$ cat config.mk
export PLATFORM = sky130hd
export DESIGN_NAME = self_organizing_search_table_flat
export DESIGN_NICKNAME = d
export VERILOG_FILES = /design/src/rtl/core/sost_pkg.sv /design/src/rtl/core/sost_if.sv /design/src/rtl/core/sost_ram.sv /design/src/rtl/core/sost_ctrl.sv /design/src/rtl/core/self_organizing_search_table.sv /design/src/flat_wrapper.sv
export SDC_FILE = /design/constraint.sdc
export NUM_CORES = 2
export LEC_CHECK = 0
export BUFFER_PORTS_ARGS = -buffer_cell sky130_fd_sc_hd__buf_2
export CORE_MARGIN = 5
export CORE_UTILIZATION = 55
export DETAILED_ROUTE_END_ITERATION = 10
export PLACE_DENSITY = 0.71
export SYNTH_ARGS = -nofsm -noshare
export SYNTH_HDL_FRONTEND = slang
export SYNTH_SLANG_ARGS = --single-unit
$ cat constraint.sdc
create_clock -name clk_i -period 23.3 [get_ports clk_i]
set_input_delay 2.33 -clock clk_i [delete_from_list [all_inputs] [get_ports clk_i]]
set_output_delay 2.33 -clock clk_i [all_outputs]
set_load 0.05 [all_outputs]
$ cat src/rtl/core/sost_pkg.sv
`timescale 1ns / 1ps
// ----------------------------------------------------------------------------
// sost_pkg
// Types, constants and codes of the self-organising search table.
// ----------------------------------------------------------------------------
package sost_pkg;

  localparam int TABLE_DEPTH = 64;
  localparam int COUNT_WIDTH = 16;
  localparam int IDX_W       = $clog2(TABLE_DEPTH);
  localparam int LEN_W       = IDX_W + 1;

  // field widths of the channels
  localparam int KEY_W      = 32;
  localparam int SLOT_W     = 6;
  localparam int POS_W      = 6;
  localparam int HIT_W      = 16;
  localparam int MODE_W     = 2;
  localparam int TLEN_W     = 7;
  localparam int CFG_IDX_W  = 1;
  localparam int CFG_DATA_W = 7;

  localparam logic [TLEN_W-1:0] TLEN_RESET = TLEN_W'(64);

  localparam logic OP_WRITE  = 1'b0;
  localparam logic OP_SEARCH = 1'b1;

  typedef enum logic [MODE_W-1:0] {
    POL_PLAIN     = 2'd0,
    POL_MTF       = 2'd1,
    POL_TRANSPOSE = 2'd2,
    POL_FREQ      = 2'd3
  } policy_e;

  typedef enum logic [CFG_IDX_W-1:0] {
    REG_POLICY_MODE  = 1'd0,
    REG_TABLE_LENGTH = 1'd1
  } reg_idx_e;

  typedef enum logic [2:0] {
    ST_IDLE,
    ST_SCAN,
    ST_SHIFT,
    ST_PLACE,
    ST_DONE
  } state_e;

  typedef struct packed {
    logic [KEY_W-1:0]       key;
    logic [COUNT_WIDTH-1:0] count;
  } entry_t;

  typedef struct packed {
    policy_e          mode;
    logic [LEN_W-1:0] len;   // slots searched, already clamped to the depth
  } cfg_t;

  typedef struct packed {
    logic             we;
    logic [IDX_W-1:0] waddr;
    entry_t           wdata;
    logic [IDX_W-1:0] raddr;
  } mem_req_t;

endpackage

$ cat src/rtl/core/sost_if.sv
`timescale 1ns / 1ps
// ----------------------------------------------------------------------------
// sost_in_if / sost_out_if
// Valid/ready channels carrying search items and results.
// ----------------------------------------------------------------------------
interface sost_in_if ();
  logic                              valid;
  logic                              ready;
  logic                              op;
  logic [sost_pkg::SLOT_W-1:0]       slot_index;
  logic signed [sost_pkg::KEY_W-1:0] key;

  modport source (output valid, op, slot_index, key, input ready);
  modport sink   (input valid, op, slot_index, key, output ready);
endinterface

interface sost_out_if ();
  logic                              valid;
  logic                              ready;
  logic                              found;
  logic signed [sost_pkg::KEY_W-1:0] match_key;
  logic [sost_pkg::POS_W-1:0]        old_position;
  logic [sost_pkg::POS_W-1:0]        new_position;
  logic [sost_pkg::HIT_W-1:0]        hit_count;

  modport source (output valid, found, match_key, old_position, new_position,
                  hit_count, input ready);
  modport sink   (input valid, found, match_key, old_position, new_position,
                  hit_count, output ready);
endinterface

$ cat src/rtl/core/sost_ram.sv
`timescale 1ns / 1ps
// ----------------------------------------------------------------------------
// sost_ram
// Simple dual-port RAM: one write port, one read port, registered read data.
// ----------------------------------------------------------------------------
module sost_ram #(
  parameter int DEPTH = 64,
  parameter int WIDTH = 48
) (
  input  logic                     clk_i,
  input  logic                     we_i,
  input  logic [$clog2(DEPTH)-1:0] waddr_i,
  input  logic [WIDTH-1:0]         wdata_i,
  input  logic [$clog2(DEPTH)-1:0] raddr_i,
  output logic [WIDTH-1:0]         rdata_o
);

  logic [WIDTH-1:0] mem_q [DEPTH];
  logic [WIDTH-1:0] rdata_q;

  always_ff @(posedge clk_i) begin
    if (we_i) begin
      mem_q[waddr_i] <= wdata_i;
    end
  end

  always_ff @(posedge clk_i) begin
    rdata_q <= mem_q[raddr_i];
  end

  assign rdata_o = rdata_q;

endmodule

$ cat src/rtl/core/sost_ctrl.sv
`timescale 1ns / 1ps
// ----------------------------------------------------------------------------
// sost_ctrl
// Sequencer: scans the entry RAM, walks the reorder, writes back, and holds
// the result register. Written flags live here in flops.
// ----------------------------------------------------------------------------
module sost_ctrl (
  input  logic                         clk_i,
  input  logic                         rst_ni,
  input  sost_pkg::cfg_t               cfg_i,
  sost_in_if.sink                      in_i,
  sost_out_if.source                   out_o,
  output sost_pkg::mem_req_t           mem_o,
  input  sost_pkg::entry_t             mem_rdata_i
);

  localparam int IDX_W = sost_pkg::IDX_W;
  localparam int LEN_W = sost_pkg::LEN_W;
  localparam int CNT_W = sost_pkg::COUNT_WIDTH;

  sost_pkg::state_e state_q, state_d;

  logic [IDX_W-1:0]                cmp_idx_q, cmp_idx_d;
  logic [IDX_W-1:0]                pos_q, pos_d;
  logic [IDX_W-1:0]                dst_q, dst_d;
  logic [LEN_W-1:0]                len_q, len_d;
  logic [sost_pkg::KEY_W-1:0]      key_q, key_d;
  logic [CNT_W-1:0]                e_count_q, e_count_d;
  logic                            found_q, found_d;
  logic [sost_pkg::TABLE_DEPTH-1:0] written_q, written_d;

  logic                            out_valid_q, out_valid_d;
  logic                            out_found_q, out_found_d;
  logic [sost_pkg::KEY_W-1:0]      out_key_q, out_key_d;
  logic [sost_pkg::POS_W-1:0]      out_old_q, out_old_d;
  logic [sost_pkg::POS_W-1:0]      out_new_q, out_new_d;
  logic [sost_pkg::HIT_W-1:0]      out_cnt_q, out_cnt_d;

  logic             in_acc;
  logic             out_free;
  logic             scan_hit;
  logic             scan_last;
  logic [IDX_W-1:0] prev_idx;
  logic [CNT_W-1:0] prev_count;
  logic [CNT_W-1:0] cnt_sat;
  logic             shift_ok;
  logic             shift_more;

  assign in_i.ready = (state_q == sost_pkg::ST_IDLE);
  assign in_acc     = in_i.valid && in_i.ready;
  assign out_free   = !out_valid_q || out_o.ready;

  // read data in SCAN belongs to cmp_idx_q, in SHIFT to the slot before dst_q
  assign scan_hit   = written_q[cmp_idx_q] && (mem_rdata_i.key == key_q);
  assign scan_last  = ({1'b0, cmp_idx_q} + LEN_W'(1)) == len_q;
  assign prev_idx   = IDX_W'(dst_q - IDX_W'(1));
  assign prev_count = written_q[prev_idx] ? mem_rdata_i.count : '0;
  assign cnt_sat    = (mem_rdata_i.count == '1) ? mem_rdata_i.count
                                                : CNT_W'(mem_rdata_i.count + CNT_W'(1));
  assign shift_ok   = (cfg_i.mode == sost_pkg::POL_FREQ) ? (prev_count < e_count_q) : 1'b1;
  assign shift_more = (cfg_i.mode != sost_pkg::POL_TRANSPOSE) && (prev_idx != '0);

  // next state
  always_comb begin
    state_d = state_q;
    case (state_q)
      sost_pkg::ST_IDLE: begin
        if (in_acc) begin
          if (in_i.op == sost_pkg::OP_WRITE || cfg_i.len == '0) begin
            state_d = sost_pkg::ST_DONE;
          end else begin
            state_d = sost_pkg::ST_SCAN;
          end
        end
      end
      sost_pkg::ST_SCAN: begin
        if (scan_hit) begin
          case (cfg_i.mode)
            sost_pkg::POL_PLAIN: state_d = sost_pkg::ST_DONE;
            sost_pkg::POL_FREQ: begin
              state_d = (cmp_idx_q == '0) ? sost_pkg::ST_PLACE : sost_pkg::ST_SHIFT;
            end
            default: begin
              state_d = (cmp_idx_q == '0) ? sost_pkg::ST_DONE : sost_pkg::ST_SHIFT;
            end
          endcase
        end else if (scan_last) begin
          state_d = sost_pkg::ST_DONE;
        end
      end
      sost_pkg::ST_SHIFT: begin
        if (!(shift_ok && shift_more)) begin
          state_d = sost_pkg::ST_PLACE;
        end
      end
      sost_pkg::ST_PLACE: state_d = sost_pkg::ST_DONE;
      sost_pkg::ST_DONE: begin
        if (out_free) begin
          state_d = sost_pkg::ST_IDLE;
        end
      end
      default: state_d = sost_pkg::ST_IDLE;
    endcase
  end

  // datapath and memory control
  always_comb begin
    cmp_idx_d   = cmp_idx_q;
    pos_d       = pos_q;
    dst_d       = dst_q;
    len_d       = len_q;
    key_d       = key_q;
    e_count_d   = e_count_q;
    found_d     = found_q;
    written_d   = written_q;
    out_found_d = out_found_q;
    out_key_d   = out_key_q;
    out_old_d   = out_old_q;
    out_new_d   = out_new_q;
    out_cnt_d   = out_cnt_q;
    out_valid_d = out_valid_q && !out_o.ready;
    mem_o.we    = 1'b0;
    mem_o.waddr = dst_q;
    mem_o.wdata = mem_rdata_i;
    mem_o.raddr = '0;

    case (state_q)
      sost_pkg::ST_IDLE: begin
        // slot 0 is read every idle cycle, ready for the first compare
        if (in_acc) begin
          key_d     = in_i.key;
          len_d     = cfg_i.len;
          cmp_idx_d = '0;
          pos_d     = '0;
          dst_d     = '0;
          e_count_d = '0;
          found_d   = 1'b0;
          if (in_i.op == sost_pkg::OP_WRITE &&
              32'(in_i.slot_index) < 32'(sost_pkg::TABLE_DEPTH)) begin
            mem_o.we                          = 1'b1;
            mem_o.waddr                       = IDX_W'(in_i.slot_index);
            mem_o.wdata.key                   = in_i.key;
            mem_o.wdata.count                 = '0;
            written_d[IDX_W'(in_i.slot_index)] = 1'b1;
          end
        end
      end
      sost_pkg::ST_SCAN: begin
        if (scan_hit) begin
          found_d     = 1'b1;
          pos_d       = cmp_idx_q;
          dst_d       = cmp_idx_q;
          e_count_d   = (cfg_i.mode == sost_pkg::POL_FREQ) ? cnt_sat : mem_rdata_i.count;
          mem_o.raddr = IDX_W'(cmp_idx_q - IDX_W'(1));
        end else begin
          cmp_idx_d   = IDX_W'(cmp_idx_q + IDX_W'(1));
          mem_o.raddr = IDX_W'(cmp_idx_q + IDX_W'(1));
        end
      end
      sost_pkg::ST_SHIFT: begin
        // move the neighbour back one slot; fetch the next one meanwhile
        if (shift_ok) begin
          mem_o.we         = 1'b1;
          mem_o.waddr      = dst_q;
          mem_o.wdata      = mem_rdata_i;
          written_d[dst_q] = written_q[prev_idx];
          dst_d            = prev_idx;
        end
        mem_o.raddr = IDX_W'(prev_idx - IDX_W'(1));
      end
      sost_pkg::ST_PLACE: begin
        mem_o.we          = 1'b1;
        mem_o.waddr       = dst_q;
        mem_o.wdata.key   = key_q;
        mem_o.wdata.count = e_count_q;
        written_d[dst_q]  = 1'b1;
      end
      sost_pkg::ST_DONE: begin
        if (out_free) begin
          out_valid_d = 1'b1;
          out_found_d = found_q;
          out_key_d   = found_q ? key_q : '0;
          out_old_d   = sost_pkg::POS_W'(pos_q);
          out_new_d   = sost_pkg::POS_W'(dst_q);
          out_cnt_d   = sost_pkg::HIT_W'(e_count_q);
        end
      end
      default: ;
    endcase
  end

  always_ff @(posedge clk_i or negedge rst_ni) begin
    if (!rst_ni) begin
      state_q     <= sost_pkg::ST_IDLE;
      written_q   <= '0;
      out_valid_q <= 1'b0;
    end else begin
      state_q     <= state_d;
      written_q   <= written_d;
      out_valid_q <= out_valid_d;
    end
  end

  always_ff @(posedge clk_i) begin
    cmp_idx_q   <= cmp_idx_d;
    pos_q       <= pos_d;
    dst_q       <= dst_d;
    len_q       <= len_d;
    key_q       <= key_d;
    e_count_q   <= e_count_d;
    found_q     <= found_d;
    out_found_q <= out_found_d;
    out_key_q   <= out_key_d;
    out_old_q   <= out_old_d;
    out_new_q   <= out_new_d;
    out_cnt_q   <= out_cnt_d;
  end

  assign out_o.valid        = out_valid_q;
  assign out_o.found        = out_found_q;
  assign out_o.match_key    = out_key_q;
  assign out_o.old_position = out_old_q;
  assign out_o.new_position = out_new_q;
  assign out_o.hit_count    = out_cnt_q;

endmodule

$ cat src/rtl/core/self_organizing_search_table.sv
`timescale 1ns / 1ps
// ----------------------------------------------------------------------------
// self_organizing_search_table
// Key table with hit counts, searched front to back, reorganised after a hit
// unless the policy is plain.
// Input channel in_i carries one beat per item: op selects a write (load key
// into slot_index, clear its count) or a search for key. Every item gives
// exactly one result beat on out_o: found, the key, its slot before and after
// reordering and its hit count; misses and writes give all zeros.
// Registers on the cfg port: policy_mode (plain, move to front, transpose,
// frequency count) and table_length; write them only while the block is idle.
// A write goes straight to the result register. A search scans slots front to
// back up to the hit (at most table_length), then moves entries back one at a
// time, spends a shift step without a move where a frequency reorder stops
// short, writes a moved or recounted entry back and loads the result. The entry
// RAM has one read and one write port; the scan and the reorder walk each stream
// one slot per cycle through it.
// One item is in work at a time; a new item is taken while a result waits.
// Reset clears the written flags and loads policy 0 and length 64.
// When out_o stalls the result is held and the next finished item waits.
// ----------------------------------------------------------------------------
module self_organizing_search_table (
  input  logic                             clk_i,
  input  logic                             rst_ni,
  input  logic                             cfg_we_i,
  input  logic [sost_pkg::CFG_IDX_W-1:0]   cfg_index_i,
  input  logic [sost_pkg::CFG_DATA_W-1:0]  cfg_data_i,
  sost_in_if.sink                          in_i,
  sost_out_if.source                       out_o
);

  sost_pkg::policy_e              mode_q;
  logic [sost_pkg::TLEN_W-1:0]    tlen_q;
  sost_pkg::cfg_t                 cfg;
  sost_pkg::mem_req_t             mem_req;
  sost_pkg::entry_t               mem_rdata;

  always_ff @(posedge clk_i or negedge rst_ni) begin
    if (!rst_ni) begin
      mode_q <= sost_pkg::POL_PLAIN;
      tlen_q <= sost_pkg::TLEN_RESET;
    end else if (cfg_we_i) begin
      case (sost_pkg::reg_idx_e'(cfg_index_i))
        sost_pkg::REG_POLICY_MODE: begin
          mode_q <= sost_pkg::policy_e'(cfg_data_i[sost_pkg::MODE_W-1:0]);
        end
        sost_pkg::REG_TABLE_LENGTH: tlen_q <= cfg_data_i[sost_pkg::TLEN_W-1:0];
        default: ;
      endcase
    end
  end

  // lengths beyond the depth search the whole table
  always_comb begin
    cfg.mode = mode_q;
    if (32'(tlen_q) > 32'(sost_pkg::TABLE_DEPTH)) begin
      cfg.len = sost_pkg::LEN_W'(sost_pkg::TABLE_DEPTH);
    end else begin
      cfg.len = sost_pkg::LEN_W'(tlen_q);
    end
  end

  sost_ctrl u_ctrl (
    .clk_i       (clk_i),
    .rst_ni      (rst_ni),
    .cfg_i       (cfg),
    .in_i        (in_i),
    .out_o       (out_o),
    .mem_o       (mem_req),
    .mem_rdata_i (mem_rdata)
  );

  sost_ram #(
    .DEPTH (sost_pkg::TABLE_DEPTH),
    .WIDTH ($bits(sost_pkg::entry_t))
  ) u_ram (
    .clk_i   (clk_i),
    .we_i    (mem_req.we),
    .waddr_i (mem_req.waddr),
    .wdata_i (mem_req.wdata),
    .raddr_i (mem_req.raddr),
    .rdata_o (mem_rdata)
  );

endmodule

$ cat src/flat_wrapper.sv
// flat-port wrapper written by rule: the top's interface ports become plain ports
module self_organizing_search_table_flat 
  (clk_i, rst_ni, cfg_we_i, cfg_index_i, cfg_data_i, in_i_valid, in_i_op, in_i_slot_index, in_i_key, in_i_ready, out_o_valid, out_o_found, out_o_match_key, out_o_old_position, out_o_new_position, out_o_hit_count, out_o_ready);
  sost_in_if in_i_i ();
  sost_out_if out_o_i ();
  input  logic clk_i;
  input  logic rst_ni;
  input  logic cfg_we_i;
  input  logic [sost_pkg::CFG_IDX_W-1:0] cfg_index_i;
  input  logic [sost_pkg::CFG_DATA_W-1:0] cfg_data_i;
  input wire logic [$bits(in_i_i.valid)-1:0] in_i_valid;
  input wire logic [$bits(in_i_i.op)-1:0] in_i_op;
  input wire logic [$bits(in_i_i.slot_index)-1:0] in_i_slot_index;
  input wire logic [$bits(in_i_i.key)-1:0] in_i_key;
  output wire logic [$bits(in_i_i.ready)-1:0] in_i_ready;
  output wire logic [$bits(out_o_i.valid)-1:0] out_o_valid;
  output wire logic [$bits(out_o_i.found)-1:0] out_o_found;
  output wire logic [$bits(out_o_i.match_key)-1:0] out_o_match_key;
  output wire logic [$bits(out_o_i.old_position)-1:0] out_o_old_position;
  output wire logic [$bits(out_o_i.new_position)-1:0] out_o_new_position;
  output wire logic [$bits(out_o_i.hit_count)-1:0] out_o_hit_count;
  input wire logic [$bits(out_o_i.ready)-1:0] out_o_ready;
  assign in_i_i.valid = in_i_valid;
  assign in_i_i.op = in_i_op;
  assign in_i_i.slot_index = in_i_slot_index;
  assign in_i_i.key = in_i_key;
  assign in_i_ready = in_i_i.ready;
  assign out_o_valid = out_o_i.valid;
  assign out_o_found = out_o_i.found;
  assign out_o_match_key = out_o_i.match_key;
  assign out_o_old_position = out_o_i.old_position;
  assign out_o_new_position = out_o_i.new_position;
  assign out_o_hit_count = out_o_i.hit_count;
  assign out_o_i.ready = out_o_ready;
  self_organizing_search_table u_core (.clk_i(clk_i), .rst_ni(rst_ni), .cfg_we_i(cfg_we_i), .cfg_index_i(cfg_index_i), .cfg_data_i(cfg_data_i), .in_i(in_i_i), .out_o(out_o_i));
endmodule
Yosys cells after proc, flatten, opt, wreduce, memory -nomap -nowiden
Memories as Yosys holds them, arrays and structs flattened. A register that Yosys moved wholly into a read port is not among the register bits.
Index checks and enable logic that the tools add are counted.
{ "classes": {"n_eq_ne": 17, "reduce_logical": 28, "n_bitwise": 4, "add_sub_neg": 6, "magnitude_cmp": 8, "mux": 51} }
{ "op_table": {"columns": ["cell", "n"], "rows": [
  ["64-bit two-way mux", 3],
  ["64-bit one-hot mux with 3 select lines", 1],
  ["55-bit two-way mux", 3],
  ["55-bit one-hot mux with 3 select lines", 1],
  ["64-bit bitwise OR", 2],
  ["16-bit two-way mux", 5],
  ["64-bit bitwise mux", 1],
  ["6-bit one-hot mux with 2 select lines", 3],
  ["32-bit equality test", 1],
  ["16-bit one-hot mux with 2 select lines", 1],
  ["6-bit two-way mux", 5],
  ["6-bit by 7-bit less-than comparator with 1-bit output (second input constant)", 4],
  ["3-bit two-way mux", 7],
  ["6-bit one-hot mux with 3 select lines", 1],
  ["6-bit by 1-bit subtractor with 6-bit output (second input constant)", 3],
  ["16-bit by 1-bit adder with 16-bit output (second input constant)", 1],
  ["16-bit equality test (second input constant)", 1],
  ["16-bit less-than comparator", 1],
  ["3-bit one-hot mux with 5 select lines", 1],
  ["2-bit inequality test (second input constant)", 7],
  ["1-bit binary-select mux with 6-bit select", 2],
  ["1-bit demux with 6-bit select", 2],
  ["6-bit by 1-bit greater-or-equal comparator with 1-bit output (second input constant)", 2],
  ["1-bit two-way mux", 12],
  ["other kinds (27)", 44]
]} }
{ "totals": {"reg_bits": 212, "ramBits": 3072, "n_memories": 1} }
{ "memory_table": {"columns": ["memory", "words", "width", "rd", "rd_clocked_by_memory_dff", "wr", "line_no", "source"], "rows": [
  ["u_core.u_ram.mem_q", 64, 48, 1, 1, 1, "sost_ram.sv:18", "logic [WIDTH-1:0] mem_q [DEPTH];"]
]} }

Depth between registers and ports, before layout
{ "logic_depth": {"depth_word": 10, "ltp_mapped": 26, "ltp_nobuf": 19} }

By module
A second synthesis with hierarchy kept.
{ "unflattened": {"cells_unflattened": 6335, "area_unflattened_um2": 130682.8} }
{ "by_module_without_submodules": {"columns": ["mod", "cells_each", "area_each_um2", "instances"], "rows": [
  ["sost_ram", 4970, 117117.3, 1],
  ["sost_ctrl", 1338, 13150.1, 1],
  ["self_organizing_search_table", 27, 415.4, 1]
]} }

Worst setup path before layout
No wires, ideal clock.
{ "synth_timing": {"kind": "register to register", "start": "reg u_core.u_ctrl.dst_q[0]", "end": "mem u_core.u_ram.mem_q[41][0] (enable)", "arrival_time_ns": 7.528, "path_buffers": 6, "synth_period_minus_slack_ns": 7.982, "required_time_ns": 22.846, "path_stages_with_launch": 26, "path_slack_ns": 15.318, "cell_sequence": "edfxtp_1 -> buf_2 -> buf_2 -> inv_1 -> ha_1 -> clkbuf_1 -> buf_2 -> mux4_2 -> mux4_2 -> mux2i_1 -> mux2i_2 -> clkbuf_1 -> and2_1 -> ha_1 -> a21o_1 -> a21o_1 -> a21o_1 -> a21o_1 -> a21o_1 -> a21oi_1 -> nor2b_1 -> o31a_1 -> o21ai_1 -> clkbuf_1 -> o21ai_1 -> nor2_1"} }
{ "synth_between": {"elab_chain_cells": 10, "word_cells_on_any_way": 12, "cone_classes": "add/sub (1); order compare (1); mux (10)"} }
{ "synth_rtl": {"columns": ["item", "line_no", "source"], "rows": [
  ["from (decl)", "sost_ctrl.sv:25", "logic [IDX_W-1:0] dst_q, dst_d;"],
  ["from (signal assigned)", "sost_ctrl.sv:207", "dst_q <= dst_d;"],
  ["6-bit by 1-bit subtractor with 6-bit output", "sost_ctrl.sv:56", "assign prev_idx = IDX_W'(dst_q - IDX_W'(1));"],
  ["1-bit binary-select mux with 6-bit select", "sost_ctrl.sv:57", "assign prev_count = written_q[prev_idx] ? mem_rdata_i.count : '0;"],
  ["1-bit two-way mux (implied by the code)", "sost_ctrl.sv:57", null],
  ["16-bit two-way mux", "sost_ctrl.sv:57", null],
  ["16-bit less-than comparator", "sost_ctrl.sv:60", "assign shift_ok = (cfg_i.mode == sost_pkg::POL_FREQ) ? (prev_count < e_count_q) : 1'b1;"],
  ["1-bit two-way mux", "sost_ctrl.sv:60", null],
  ["55-bit two-way mux", "sost_ctrl.sv:162", "if (shift_ok) begin"],
  ["55-bit one-hot mux with 3 select lines *", "sost_ctrl.sv:127", "case (state_q)"],
  ["1-bit two-way mux", "sost_ram.sv:22", "if (we_i) begin"],
  ["1-bit two-way mux (implied by the code)", "sost_ram.sv:23", "mem_q[waddr_i] <= wdata_i;"],
  ["to (decl)", "sost_ram.sv:18", null]
]} }
Mark *: on every way between the ends. The rest lies on a longest branch, timed or not. The select of a mux whose other input is x is not followed.

Worst setup path in the final report
{ "layout_timing": {"start": "reg u_core.u_ctrl.dst_q[1]", "end": "mem u_core.u_ram.mem_q[49][25] (enable)"} }
Same word-level chain as after synthesis.

==> results by stage <==
GRT:
- The largest net degree at the start of global routing is 129.
- Global routing finished with a remaining overflow of 0.
- The via count of the first global-routing pass came to 67709.
- The first global-routing pass estimated 508000 um of wire.
- The number of antenna violations at the first check in global routing is 26.
- The global-route total usage across every layer is 0.292.

CTS:
- The longest clock path from root to sink contains 4 buffers.
- The root buffer cell chosen for the clock tree is sky130_fd_sc_hd__clkbuf_16.
- For the worst-skew pair, the clock arrives at the later sink with an insertion delay of 970 ps.
- Counting the buffers created by CTS gives 340.
- After clock tree synthesis, the clock-pin slew on the worst setup and hold paths is 70 ps.
- The clock sink count is 3332.
- The CTS tree is done.
- Once the clock tree was built, the resizer swapped 0 gates to a different size.
- The H-tree generated during clock tree synthesis spans 5 levels.
- After clock tree synthesis, the setup repair step added 0 buffers.
- In this run, post-CTS hold repair placed 0 buffers.

STA:
- The worst path needs 8510 ps of the cycle, external delays included.
- The tightest slew margin relative to the limit is -0.00711.
- The number of max-slew violations in the final report was 18.
- At the pin with the least slew margin, the transition time is 1510 ps.
- The total negative slack is 0 ps.
- The hold slack is 419 ps.
- Setup repair after global routing left no endpoint under its margin.
- In the finished design, the share of the clock period the worst path needs comes to 0.365.
- Setup violations remaining at the end of the flow were counted as 0.
- Across the routed clock network, the largest skew measured is 79.5 ps.
- The hold violation total from the final report came to 0.
- Timing would allow up to 0.117 GHz.

Synthesis:
- The post-synthesis async set-or-reset flop share is 0.0231.
- The share of synthesized area in the top cell type comes to 0.740.
- The portion of the post-synthesis area used by sequential elements is 0.763.
- The number of warnings reported in the yosys synthesis log is 0.
- In this run, synthesis produced a sequential element count of 3332.
- In this run, synthesis inferred 3207 flip-flops with an integrated enable.
- The leading register cell type out of synthesis is sky130_fd_sc_hd__edfxtp_1.
- The number of unique standard cell types used by synthesis is 81.
- After synthesis, the mean cell area works out to 20.2 um2.
- The post-synth net total is 6520.
- The total standard cell area after synthesis is 0.130 mm2.
- In the synthesized netlist, the number of instances is 6445.
- After synthesis, the cell types taking the most area are sky130_fd_sc_hd__edfxtp_1 74%, sky130_fd_sc_hd__mux4_2 12%, sky130_fd_sc_hd__mux2i_1 1.6%.
- The library cell occupying the most area in the post-synthesis netlist is sky130_fd_sc_hd__edfxtp_1.

Routing:
- The final antenna-violating net count is 0.
- In the final routed layout, each cell accounts on average for 35.5 um.
- The initial DRC count is 11294.
- The via count normalized by instance count is 6.85.
- The via total after detailed routing is 69440.
- The routed wire length is 360000 um.
- For this run, design rule violations remaining after detail routing come to 0.
- The first-pass iteration count of the detailed router is 6.

Power:
- The combinational share of power is 0.314.
- The share of total power dissipated in the clock network is 0.274.
- Of the total power, the share spent switching nets is 0.330.
- The sequential fraction of design power is 0.412.
- For this design the total switching power over the nets is 6.38 mW.
- The maximum VDD drop is 0.158 mV.
- The completed layout was analyzed and its total power is 19.4 mW.
- Cell internal power was estimated by the tool at 13.0 mW.
- For this design the static power due to leakage is 46.7 nW.
- Power spread over the standard cell area amounts to 133 mW/mm2.

Setup path:
- The worst setup path is launched from a register.
- In this run the worst path has a maximum fanout of 57.
- The critical path starts at u_core.u_ctrl.dst_q[1].
- The critical path in this run is classified as reg2reg.
- Data on the critical path is required at its endpoint by 23870 ps.
- The kind of capture point of the worst setup path is a register.
- The arrival time at the worst endpoint is 9080 ps.
- The critical register-to-register path startpoint is u_core.u_ctrl.dst_q[1].
- The setup check on the worst reg-to-reg path leaves a slack of 14790 ps.

Placement:
- The final weighted congestion in routability-driven placement is 0.911.
- Input and output buffers added on the ports amount to 114.
- Detailed placement finished with a half-perimeter wire length of 208000 um.

Layout:
- The commonest non-fill, non-tap cell in the layout is sky130_fd_sc_hd__edfxtp_1.
- The layout net count is 6800.
- In the final layout, the share of cells above drive strength 1 is 0.233.
- The top cell types in the final layout, fill and taps aside, are 3207 x sky130_fd_sc_hd__edfxtp_1, 703 x sky130_fd_sc_hd__mux4_2, 347 x sky130_fd_sc_hd__clkbuf_16.
- The growth of design area from synthesis to finish is 12.1%.

Die:
- From bottom edge to top edge, the die measures 496 um.
- The starting density of the core is 0.553.
- The floorplan has 178 rows.
- The die covers 0.246 mm2.
- In this run the count of I/O pins placed on the die edge is 115.
- The floorplan step set the die width to 496 um.
- The core area is 0.235 mm2.

Job:
- Across the run, the number of max-cap violations was 3.

Outcome:
- The flow ran to the end, but the final reports show violations.
- The checks that failed: max-capacitance violations, max-slew violations.

Hold path:
- The worst hold path belongs to the class reg2reg.
- The startpoint identified for the worst hold timing path is u_core.u_ctrl.pos_q[1].
## cells by family (layout without fill, tap and decap cells)
kind of cell	after synthesis	after routing	synth area share
xor+xnor	64	64	0.00437
other cells	0	13	0
buf+inv	522	1050	0.0176
compound gates	827	827	0.0468
flops	3332	3332	0.763
mux	919	919	0.139
fa+ha+maj	24	24	0.00229
simple gates	757	757	0.0278
## stage by stage
step                      cells  cell area [um2]   util  setup WS, ps
after floorplan            6445           130000      -         15320
after global placement     9533           135000  0.574         14880
after detailed placement   9533           135000  0.574         14900
after CTS                 10123           146000  0.619         14910
after global routing      10124           146000  0.620         14610
final                     10136           146000  0.620         14790
## Yosys cell counts, drive strengths merged, types with 5 or more instances
cell and n:
nor2b 21, xnor2 45, a21oi 32, o221ai 48
a21o 9, and2 55, or3 11, nand3 34
a222oi 32, a32o 53, nand4 23, nand3b 8
a2111oi 7, nand2 245, clkbuf 181, o22ai 249
o31ai 13, ha 23, a31oi 7, mux2 10
dfxtp 48, nand2b 17, a211oi 97, o21bai 5
a22oi 94, buf 190, nor2 253, dfrtp 76
mux4 703, nor3 11, a221oi 47, nor4 9
mux2i 206, and3 10, inv 149, edfxtp 3207
and4 48, xor2 19, o21ai 104
## final timing paths
check	end	depth (start not counted)
max	u_core.u_ram.mem_q[49][25]	22
min	u_core.u_ctrl.out_o.old_position[1]	0
max reg2reg	u_core.u_ram.mem_q[49][25]	22
min reg2reg	u_core.u_ctrl.out_o.old_position[1]	0
max in group asynchronous	u_core.u_ctrl.written_q[49]	1
min in group asynchronous	u_core.tlen_q[2]	1
## cell type report
class,count,area [um2]
clock inverter,159,1620
sequential,3332,99200
timing repair buffer,309,2090
clock buffer,431,9040
multi-input combinational,2591,29400
fill,15825,89500
antenna,13,32.5
tap,3150,3940
inverter,151,567
## routing by layer
layer  wire [um]  vias to the layer above  GRT usage
met4       14600                       14      0.104
met1      131000                    36291      0.410
met2      169000                     4971      0.450
li1            -                    27377          -
met5          94                        -          0
met3       44800                      787     0.0760
## critical path, cell delays in order, from the launching register on
cell and delay, ps:
sky130_fd_sc_hd__edfxtp_1 600, sky130_fd_sc_hd__inv_1 190, sky130_fd_sc_hd__ha_1 910, sky130_fd_sc_hd__mux4_2 420, sky130_fd_sc_hd__mux4_2 490, sky130_fd_sc_hd__mux2i_1 200, sky130_fd_sc_hd__mux2i_2 120, sky130_fd_sc_hd__buf_4 230
sky130_fd_sc_hd__and2_1 170, sky130_fd_sc_hd__ha_1 290, sky130_fd_sc_hd__a21o_1 190, sky130_fd_sc_hd__a21o_1 180, sky130_fd_sc_hd__a21o_1 190, sky130_fd_sc_hd__a21o_1 180, sky130_fd_sc_hd__a21o_1 180, sky130_fd_sc_hd__a21oi_1 160
sky130_fd_sc_hd__nor2b_1 90, sky130_fd_sc_hd__o31a_1 370, sky130_fd_sc_hd__o21ai_4 140, sky130_fd_sc_hd__buf_4 700, sky130_fd_sc_hd__o21ai_2 480, sky130_fd_sc_hd__nor2_4 970, sky130_fd_sc_hd__buf_4 600
## power groups by stage
stage / clock, mW / combinational (mW) / sequential (mW)
after floorplan: 0 / 3.87 / 8.12
after global placement: 0 / 5.91 / 8.07
after detailed placement: 0 / 6.01 / 8.08
after CTS: 5.35 / 6.04 / 7.96
after global routing: 5.61 / 6.38 / 7.98
final: 5.30 / 6.08 / 7.97
## state kept, by name, summed over array words and instances, names as in the netlist
name                              flops
u_core.u_ctrl.key_q                  32
u_core.tlen_q                         7
u_core.u_ctrl.state_q                 3
u_core.u_ctrl.cmp_idx_q               6
u_core.u_ctrl.out_o.match_key        32
u_core.u_ctrl.out_o.new_position      6
u_core.u_ctrl.out_o.old_position      6
u_core.u_ctrl.out_o.valid             1
u_core.u_ctrl.len_q                   7
u_core.u_ctrl.written_q              64
u_core.u_ctrl.e_count_q              16
u_core.u_ctrl.out_o.found             1
u_core.mode_q                         2
u_core.u_ctrl.found_q                 1
u_core.u_ram.rdata_o                 48
u_core.u_ctrl.pos_q                   6
u_core.u_ctrl.out_o.hit_count        16
u_core.u_ram.mem_q                 3072
u_core.u_ctrl.dst_q                   6
Power figures use the tool's default switching activity.
